===== config.mk =====
export PLATFORM = sky130hd
export DESIGN_NAME = round_robin_time_slice_scheduler_top_flat
export DESIGN_NICKNAME = d
export VERILOG_FILES = /design/src/hdl/rrts_pkg.sv /design/src/hdl/rrts_if.sv /design/src/hdl/round_robin_time_slice_scheduler_top.sv /design/src/flat_wrapper.sv
export SDC_FILE = /design/constraint.sdc
export NUM_CORES = 1
export LEC_CHECK = 0
export ABC_AREA = 1
export BUFFER_PORTS_ARGS = -buffer_cell sky130_fd_sc_hd__buf_2
export CAP_MARGIN = 20
export CELL_PAD_IN_SITES_DETAIL_PLACEMENT = 1
export CELL_PAD_IN_SITES_GLOBAL_PLACEMENT = 1
export CORE_ASPECT_RATIO = 0.7
export CORE_MARGIN = 4
export CORE_UTILIZATION = 48
export CTS_CLUSTER_SIZE = 14
export DETAILED_ROUTE_END_ITERATION = 6
export PLACE_DENSITY = 0.87
export SETUP_SLACK_MARGIN = 0.1
export SLEW_MARGIN = 0
export SYNTH_ARGS = -nofsm -noshare
export SYNTH_HDL_FRONTEND = slang
export SYNTH_SLANG_ARGS = --single-unit

===== constraint.sdc =====
create_clock -name i_clk -period 4.5 [get_ports i_clk]
set_input_delay 1.125 -clock i_clk [delete_from_list [all_inputs] [get_ports i_clk]]
set_output_delay 1.125 -clock i_clk [all_outputs]
set_load 0.02 [all_outputs]

===== src/hdl/rrts_pkg.sv =====
// ----------------------------------------------------------------------------
// rrts_pkg: shared types and constants
// Word layouts of the input and result channels, register widths and resets.
// ----------------------------------------------------------------------------
package rrts_pkg;

    localparam int TASK_COUNT_DEF = 16;
    localparam int IDX_W          = 4;
    localparam int SLICE_W        = 8;
    localparam int PERIOD_W       = 16;
    localparam int TICK_W         = 32;

    localparam logic [PERIOD_W-1:0] PERIOD_RESET = 16'd10;

    localparam logic MODE_TICK  = 1'b0;
    localparam logic MODE_WRITE = 1'b1;

    typedef struct packed {
        logic               mode;
        logic [IDX_W-1:0]   task_index;
        logic               task_ready;
        logic [SLICE_W-1:0] slice_length;
        logic               reentered;
    } t_in_word;

    typedef struct packed {
        logic [IDX_W-1:0]   running_task;
        logic               switched;
        logic [SLICE_W-1:0] remaining_ticks;
        logic [TICK_W-1:0]  tick_total;
    } t_out_word;

endpackage


===== src/hdl/rrts_if.sv =====
// ----------------------------------------------------------------------------
// rrts_if: valid/ready channels
// One interface for the input words and one for the result words.
// ----------------------------------------------------------------------------
interface rrts_in_if;
    logic             valid;
    logic             ready;
    rrts_pkg::t_in_word data;

    modport source (output valid, output data, input ready);
    modport sink   (input valid, input data, output ready);
endinterface

interface rrts_out_if;
    logic              valid;
    logic              ready;
    rrts_pkg::t_out_word data;

    modport source (output valid, output data, input ready);
    modport sink   (input valid, input data, output ready);
endinterface


===== src/hdl/round_robin_time_slice_scheduler_top.sv =====
// ----------------------------------------------------------------------------
// Round-robin time-slice scheduler
// Write word: read the current entry, then emit the result. Tick word: decrement
// the current entry, then read it back. Each pick adds one scan pass and, if nothing is runnable,
// one refill pass; a tick may pick twice (period expiry, then slice end).
// One word in flight; the table memory's single read port sets the pace.
// Sync active-low reset clears all control state and the entry valid bits.
// ----------------------------------------------------------------------------
module round_robin_time_slice_scheduler_top #(
    parameter int TASK_COUNT = rrts_pkg::TASK_COUNT_DEF
) (
    input  logic                          i_clk,
    input  logic                          i_rst_n,
    input  logic                          i_cfg_we,
    input  logic [rrts_pkg::PERIOD_W-1:0] i_cfg_wdata,
    rrts_in_if.sink                       i_in,
    rrts_out_if.source                    o_out
);

    localparam int IW = $clog2(TASK_COUNT);
    localparam int CW = $clog2(TASK_COUNT + 1);
    localparam int SW = rrts_pkg::SLICE_W;

    typedef struct packed {
        logic [SW-1:0] slice;
        logic [SW-1:0] ticks;
    } t_entry;

    typedef enum logic [2:0] {
        S_IDLE, S_SCAN, S_FILL, S_DEC_RD, S_DEC_WR, S_CUR_RD, S_OUT
    } t_state;

    t_state                        r_state;
    logic [rrts_pkg::PERIOD_W-1:0] r_period;
    logic [rrts_pkg::PERIOD_W-1:0] r_cd;
    logic [rrts_pkg::TICK_W-1:0]   r_tick;
    logic [IW-1:0]                 r_cur;
    logic [IW-1:0]                 r_before;
    logic [IW-1:0]                 r_start;
    logic [IW-1:0]                 r_ptr;
    logic [CW-1:0]                 r_cnt;
    logic [IW-1:0]                 r_rd_idx;
    logic                          r_rd_live;
    logic                          r_found;
    logic [IW-1:0]                 r_hit;
    logic                          r_second;
    logic                          r_reent;
    logic                          r_rdy [TASK_COUNT];
    logic                          r_vld [TASK_COUNT];
    t_entry                        r_mem [TASK_COUNT];
    t_entry                        r_rd_data;
    logic                          r_out_valid;
    rrts_pkg::t_out_word           r_out;

    logic          w_accept;
    logic          w_wr_ok;
    logic [IW-1:0] w_widx;
    logic          w_we;
    logic [IW-1:0] w_waddr;
    t_entry        w_wdata;
    logic          w_rd_en;
    logic [IW-1:0] w_rd_addr;
    logic          w_issue;
    logic          w_done;
    logic          w_hit;
    logic          w_fill_act;
    logic [SW-1:0] w_cur_ticks;
    logic [SW-1:0] w_dec_ticks;
    t_state        w_ret;

    function automatic logic [IW-1:0] f_next(input logic [IW-1:0] x);
        return (x == IW'(TASK_COUNT - 1)) ? '0 : x + 1'b1;
    endfunction

    assign i_in.ready  = (r_state == S_IDLE);
    assign o_out.valid = r_out_valid;
    assign o_out.data  = r_out;

    assign w_accept = i_in.valid && i_in.ready;
    assign w_widx   = IW'(i_in.data.task_index);
    assign w_wr_ok  = (int'(i_in.data.task_index) < TASK_COUNT);

    // scan/fill: one read issued per cycle, checked in the next cycle
    assign w_issue    = (r_cnt != CW'(TASK_COUNT));
    assign w_done     = !w_issue && !r_rd_live;
    assign w_hit      = r_rd_live && r_rdy[r_rd_idx] && (r_rd_data.ticks != '0);
    assign w_fill_act = r_rd_live && r_rdy[r_rd_idx];

    // never-written entries read as zero
    assign w_cur_ticks = r_vld[r_cur] ? r_rd_data.ticks : '0;
    assign w_dec_ticks = (w_cur_ticks != '0) ? w_cur_ticks - 1'b1 : '0;
    assign w_ret       = r_second ? S_CUR_RD : S_DEC_RD;

    always_comb begin
        w_we      = 1'b0;
        w_waddr   = r_cur;
        w_wdata   = '{slice: r_rd_data.slice, ticks: w_dec_ticks};
        w_rd_en   = 1'b0;
        w_rd_addr = r_cur;
        case (r_state)
            S_IDLE: begin
                w_we    = w_accept && (i_in.data.mode == rrts_pkg::MODE_WRITE) && w_wr_ok;
                w_waddr = w_widx;
                w_wdata = '{slice: i_in.data.slice_length, ticks: i_in.data.slice_length};
            end
            S_SCAN: begin
                w_rd_en   = w_issue;
                w_rd_addr = r_ptr;
            end
            S_FILL: begin
                w_rd_en   = w_issue;
                w_rd_addr = r_ptr;
                w_we      = w_fill_act;
                w_waddr   = r_rd_idx;
                w_wdata   = '{slice: r_rd_data.slice, ticks: r_rd_data.slice};
            end
            S_DEC_RD: w_rd_en = 1'b1;
            S_DEC_WR: w_we = (w_cur_ticks != '0);
            S_CUR_RD: w_rd_en = 1'b1;
            default: ;
        endcase
    end

    always_ff @(posedge i_clk) begin
        if (w_we) begin
            r_mem[w_waddr] <= w_wdata;
        end
        if (w_rd_en) begin
            r_rd_data <= r_mem[w_rd_addr];
        end
    end

    always_ff @(posedge i_clk) begin
        if (!i_rst_n) begin
            r_state     <= S_IDLE;
            r_period    <= rrts_pkg::PERIOD_RESET;
            r_cd        <= rrts_pkg::PERIOD_RESET;
            r_tick      <= '0;
            r_cur       <= '0;
            r_before    <= '0;
            r_start     <= '0;
            r_ptr       <= '0;
            r_cnt       <= '0;
            r_rd_idx    <= '0;
            r_rd_live   <= 1'b0;
            r_found     <= 1'b0;
            r_hit       <= '0;
            r_second    <= 1'b0;
            r_reent     <= 1'b0;
            r_out_valid <= 1'b0;
            r_out       <= '0;
            for (int k = 0; k < TASK_COUNT; k++) begin
                r_rdy[k] <= 1'b0;
                r_vld[k] <= 1'b0;
            end
        end else begin
            if (i_cfg_we) begin
                r_period <= i_cfg_wdata;
            end
            if (r_out_valid && o_out.ready) begin
                r_out_valid <= 1'b0;
            end

            case (r_state)
                S_IDLE: begin
                    if (w_accept) begin
                        r_before <= r_cur;
                        r_reent  <= i_in.data.reentered;
                        if (i_in.data.mode == rrts_pkg::MODE_WRITE) begin
                            if (w_wr_ok) begin
                                r_vld[w_widx] <= 1'b1;
                                r_rdy[w_widx] <= i_in.data.task_ready;
                            end
                            r_state <= S_CUR_RD;
                        end else begin
                            r_tick <= r_tick + 1'b1;
                            if (r_cd <= rrts_pkg::PERIOD_W'(1)) begin
                                // period expired: forced pick before the decrement
                                r_cd      <= r_period;
                                r_second  <= 1'b0;
                                r_ptr     <= r_start;
                                r_cnt     <= '0;
                                r_rd_live <= 1'b0;
                                r_state   <= S_SCAN;
                            end else begin
                                r_cd    <= r_cd - 1'b1;
                                r_state <= S_DEC_RD;
                            end
                        end
                    end
                end
                S_SCAN: begin
                    r_rd_idx  <= r_ptr;
                    r_rd_live <= w_issue;
                    if (w_issue) begin
                        r_ptr <= f_next(r_ptr);
                        r_cnt <= r_cnt + 1'b1;
                    end
                    if (w_hit) begin
                        r_cur   <= r_rd_idx;
                        r_start <= f_next(r_rd_idx);
                        r_state <= w_ret;
                    end else if (w_done) begin
                        r_ptr     <= '0;
                        r_cnt     <= '0;
                        r_rd_live <= 1'b0;
                        r_found   <= 1'b0;
                        r_state   <= S_FILL;
                    end
                end
                S_FILL: begin
                    // refill and find the first runnable entry in one pass
                    r_rd_idx  <= r_ptr;
                    r_rd_live <= w_issue;
                    if (w_issue) begin
                        r_ptr <= f_next(r_ptr);
                        r_cnt <= r_cnt + 1'b1;
                    end
                    if (w_fill_act && !r_found && (r_rd_data.slice != '0)) begin
                        r_found <= 1'b1;
                        r_hit   <= r_rd_idx;
                    end
                    if (w_done) begin
                        if (r_found) begin
                            r_cur   <= r_hit;
                            r_start <= f_next(r_hit);
                        end else begin
                            r_start <= '0;
                        end
                        r_state <= w_ret;
                    end
                end
                S_DEC_RD: r_state <= S_DEC_WR;
                S_DEC_WR: begin
                    if (!r_reent && (w_dec_ticks == '0)) begin
                        r_second  <= 1'b1;
                        r_ptr     <= r_start;
                        r_cnt     <= '0;
                        r_rd_live <= 1'b0;
                        r_state   <= S_SCAN;
                    end else begin
                        r_state <= S_CUR_RD;
                    end
                end
                S_CUR_RD: r_state <= S_OUT;
                S_OUT: begin
                    if (!r_out_valid || o_out.ready) begin
                        r_out_valid           <= 1'b1;
                        r_out.running_task    <= rrts_pkg::IDX_W'(r_cur);
                        r_out.switched        <= (r_cur != r_before);
                        r_out.remaining_ticks <= w_cur_ticks;
                        r_out.tick_total      <= r_tick;
                        r_state               <= S_IDLE;
                    end
                end
                default: r_state <= S_IDLE;
            endcase
        end
    end

    a_start_range: assert property (@(posedge i_clk) disable iff (!i_rst_n)
        int'(r_start) < TASK_COUNT)
        else $error("search start out of table");

    a_cnt_bound: assert property (@(posedge i_clk) disable iff (!i_rst_n)
        int'(r_cnt) <= TASK_COUNT)
        else $error("scan count overrun");

    a_fill_write: assert property (@(posedge i_clk) disable iff (!i_rst_n)
        (r_state == S_FILL && w_we) |-> (r_rd_live && r_rdy[r_rd_idx]))
        else $error("refill wrote a stale or unready entry");

    a_busy_after_accept: assert property (@(posedge i_clk) disable iff (!i_rst_n)
        w_accept |=> !i_in.ready)
        else $error("second word taken while busy");

    a_out_hold: assert property (@(posedge i_clk) disable iff (!i_rst_n)
        (r_state == S_OUT && r_out_valid && !o_out.ready) |=> $stable(r_out))
        else $error("pending result overwritten");

endmodule


===== src/flat_wrapper.sv =====
// flat-port wrapper written by rule: the top's interface ports become plain ports
module round_robin_time_slice_scheduler_top_flat 
#(
    parameter int TASK_COUNT = rrts_pkg::TASK_COUNT_DEF
)
  (i_clk, i_rst_n, i_cfg_we, i_cfg_wdata, i_in_valid, i_in_data, i_in_ready, o_out_valid, o_out_data, o_out_ready);
  rrts_in_if i_in_i ();
  rrts_out_if o_out_i ();
  input  logic i_clk;
  input  logic i_rst_n;
  input  logic i_cfg_we;
  input  logic [rrts_pkg::PERIOD_W-1:0] i_cfg_wdata;
  input wire logic [$bits(i_in_i.valid)-1:0] i_in_valid;
  input wire logic [$bits(i_in_i.data)-1:0] i_in_data;
  output wire logic [$bits(i_in_i.ready)-1:0] i_in_ready;
  output wire logic [$bits(o_out_i.valid)-1:0] o_out_valid;
  output wire logic [$bits(o_out_i.data)-1:0] o_out_data;
  input wire logic [$bits(o_out_i.ready)-1:0] o_out_ready;
  assign i_in_i.valid = i_in_valid;
  assign i_in_i.data = i_in_data;
  assign i_in_ready = i_in_i.ready;
  assign o_out_valid = o_out_i.valid;
  assign o_out_data = o_out_i.data;
  assign o_out_i.ready = o_out_ready;
  round_robin_time_slice_scheduler_top #(.TASK_COUNT(TASK_COUNT)) u_core (.i_clk(i_clk), .i_rst_n(i_rst_n), .i_cfg_we(i_cfg_we), .i_cfg_wdata(i_cfg_wdata), .i_in(i_in_i), .o_out(o_out_i));
endmodule

==> flow_summary.ini <==
[outcome]
status = completed

[yosys]
postSynthAreaPerCell_sq_um = 9.78
netlist_instances = 1964
synth_warnings = 0
yosys-top-cells-count = nor2_1 (325), edfxtp_1 (272), o21ai_0 (269)
postSynth.asyncResetShare = 0
synthesis.nets = 2009
synth_area_leaders = edfxtp_1 (43%), dfxtp_1 (19%), o21ai_0 (7.0%)
synth_top_area_frac = 0.425
ys_ff_latch = 458
syn_area_sq_um = 19200
ys_seq_area_frac = 0.619
synth_edf_count = 272
ys.flop_type = edfxtp_1
yosysMostFrequentCell = nor2_1
synth_area_leader_cell = edfxtp_1
yosysUniqueCellTypes = 52

[grt]
first_global_vias = 16198
grt_pass1_wl_um = 95500
grt-ovfl-total = 0
antenna_found_initial = 1
grt_max_degree = 129
track_usage = 0.282

[die]
start_util = 0.485
dieArea_sq_um = 43400
coreArea_sq_um = 39600
rows = 61
ios = 83
die_h_um = 175
die_w_um = 247

[clock_tree]
post_cts_resized = 0
cts_hold_buf = 0
clk_latency_ns = 0.57
htree_levels = 2
cts.clk_slew.worst_paths_ns = 0.07
postCtsSetupBuffers = 0
cts_root_buffer = clkbuf_16
clock-sinks = 458
cts_buffers = 43
clk_path_buf_depth = 3
cts_tree = done

[worst_setup_path]
crit_fanout = 11
crit_chain = inv_2, nand2_1, nand3_1, nand3_1, nand3_1, nand2_1, buf_4, nand2_1, ha_1, inv_1, a21oi_1, nand2_2, a22oi_1, o21ai_0, nand3_1, nor2_2, buf_4
critPathMaxStageDelay_ns = 0.50
reg2regPathDepth = 17
critPathTopFamily = simple AND/OR/NAND/NOR gates
slowest_stage = dfxtp_1
crit_path_start_kind = flip-flop
worstPathRequired_ns = 4.75
critPathBufInv = 4
worst-path-stages = 17
end_kind = flip-flop
cpMostUsedCell = nand3_1
cp.arrival_ns = 4.27
critPathKind = reg2reg

[placement]
port_buffers = 82
placedCellCount = 2531
place_congestion = 0.957
dp_hpwl_um = 41100

[sta]
finalCritPeriodShare = 0.893
rsz0062_at_grt = false
worst_pin_slew_ns = 1.16
hold_violations = 0
fin_crit_ns = 4.02
fin_worst_skew_ns = 0.0222
final_max_slew_viol_count = 0
setup_violations = 0
fmax_mhz = 249
max-slew-margin-rel = 0.223
finalSetupTns_ns = 0

[pwr]
max-vdd-ir-drop_mv = 0.366
leakage_uw = 0.00783
p_per_area_nw_per_um2 = 566

[cells_and_area]
layout.cells.non_filler = 2609
final_nets = 2087
syn_to_final_growth_pct = 12.7
fillers = 4433
layout-drive-gt1-share = 0.121

[drt]
drt_iter0_drc = 1608
drt-total-wl_um = 61700
routed_via_density = 6.04
drc = 0
wl_per_cell_um = 23.7
num_vias = 15755
antenna_left = 0
drt-pass1-iter-count = 5

[min_path]
hold_class = reg2reg
min_path_cells = 2

[flow_run]
drv_cap = 0
==> logic make-up after synthesis <==
| family | Yosys count | synth area share |
|---|---|---|
| AOI/OAI and AO/OA | 555 | 0.164 |
| DFF | 458 | 0.619 |
| buffers and inverters | 249 | 0.0538 |
| xor gates and xnor gates | 20 | 0.00912 |
| adders and majority gates | 9 | 0.00586 |
| and+or+nand+nor | 673 | 0.149 |
==> layer usage <==
metal  part of all wire  GRT usage  up-vias
li1                   -          -     7062
met1               0.44      0.407     7870
met4              0.030     0.0832        0
met3              0.085     0.0555      133
met2               0.45      0.437      690
met5                  0          0        -
==> registers in the layout, indices dropped and copies added, names as in the netlist, 5 cells and up, named ones only <==
register,flops
u_core.r_mem,256
u_core.o_out.data,45
u_core.r_tick,32
u_core.r_cd,16
u_core.r_period,16
u_core.r_rd_data,16
u_core.r_rdy,16
u_core.r_vld,16
u_core.r_cnt,5
==> tightest hold or removal path, delay by kind of cell (launching register included) <==
kind | cells | cell delay [ns]
AOI/OAI and AO/OA | 1 | 0.06
buffers and inverters | 1 | 0.06
DFF | 1 | 0.30
==> cell usage in the layout (no fill, tap or decap), drive strengths merged, types with 6 or more instances in the layout <==
cell type  synthesis  routed
a21oi            110     110
a221oi             6       6
buf               25     130
clkbuf            72      60
clkinv             2      17
dfxtp            186     186
edfxtp           272     272
ha                 9       9
inv              150     150
nand2            186     186
nand3            107     107
nand4              9       9
nor2             332     332
nor3              25      25
nor4              10      10
o211ai            22      22
o21ai            311     311
o221ai            32      32
o22ai             42      42
xnor2              6       6
xor2              14      14
==> cell type report <==
class | instances | area (sq um) | area share
flip-flops and latches | 458 | 11900 | 0.549
multi-input cells | 1257 | 6370 | 0.294
clock buffers | 60 | 1240 | 0.0573
repair buffers | 130 | 823 | 0.0380
well taps | 535 | 669 | 0.0309
inverters | 152 | 579 | 0.0267
clock inverters | 16 | 92.6 | 0.00427
diodes | 1 | 2.50 | 0.000115
==> where the power goes <==
group	switching (uW)	internal [uW]	leakage (uW)
registers	240	5290	0.00398
clock network	1610	1930	0.000661
logic	2480	724	0.00319
total	4330	7940	0.00783
==> per-stage QoR <==
stage	hold slack [ns]	cell area, sq um	util	worst slack, ns	total power (uW)
floorplan	0.429	19200	-	1.29	7290
global placement	0.449	20300	0.513	1.00	8440
detailed placement	0.455	20300	0.513	0.652	8660
CTS	0.465	21700	0.547	0.554	12200
global route	0.495	21700	0.547	0.226	12700
finish	0.465	21700	0.547	0.481	12300
==> worst paths after layout <==
path                            slack [ns]              endpoint                from
worst max-delay path                  0.48  u_core.r_mem[10][12]           flip-flop
worst min-delay path                  0.46    u_core.r_period[8]  u_core.r_period[8]
worst max register to register        0.48  u_core.r_mem[10][12]           flip-flop
worst min register to register        0.46    u_core.r_period[8]  u_core.r_period[8]
(Power assumes the default switching activity.)
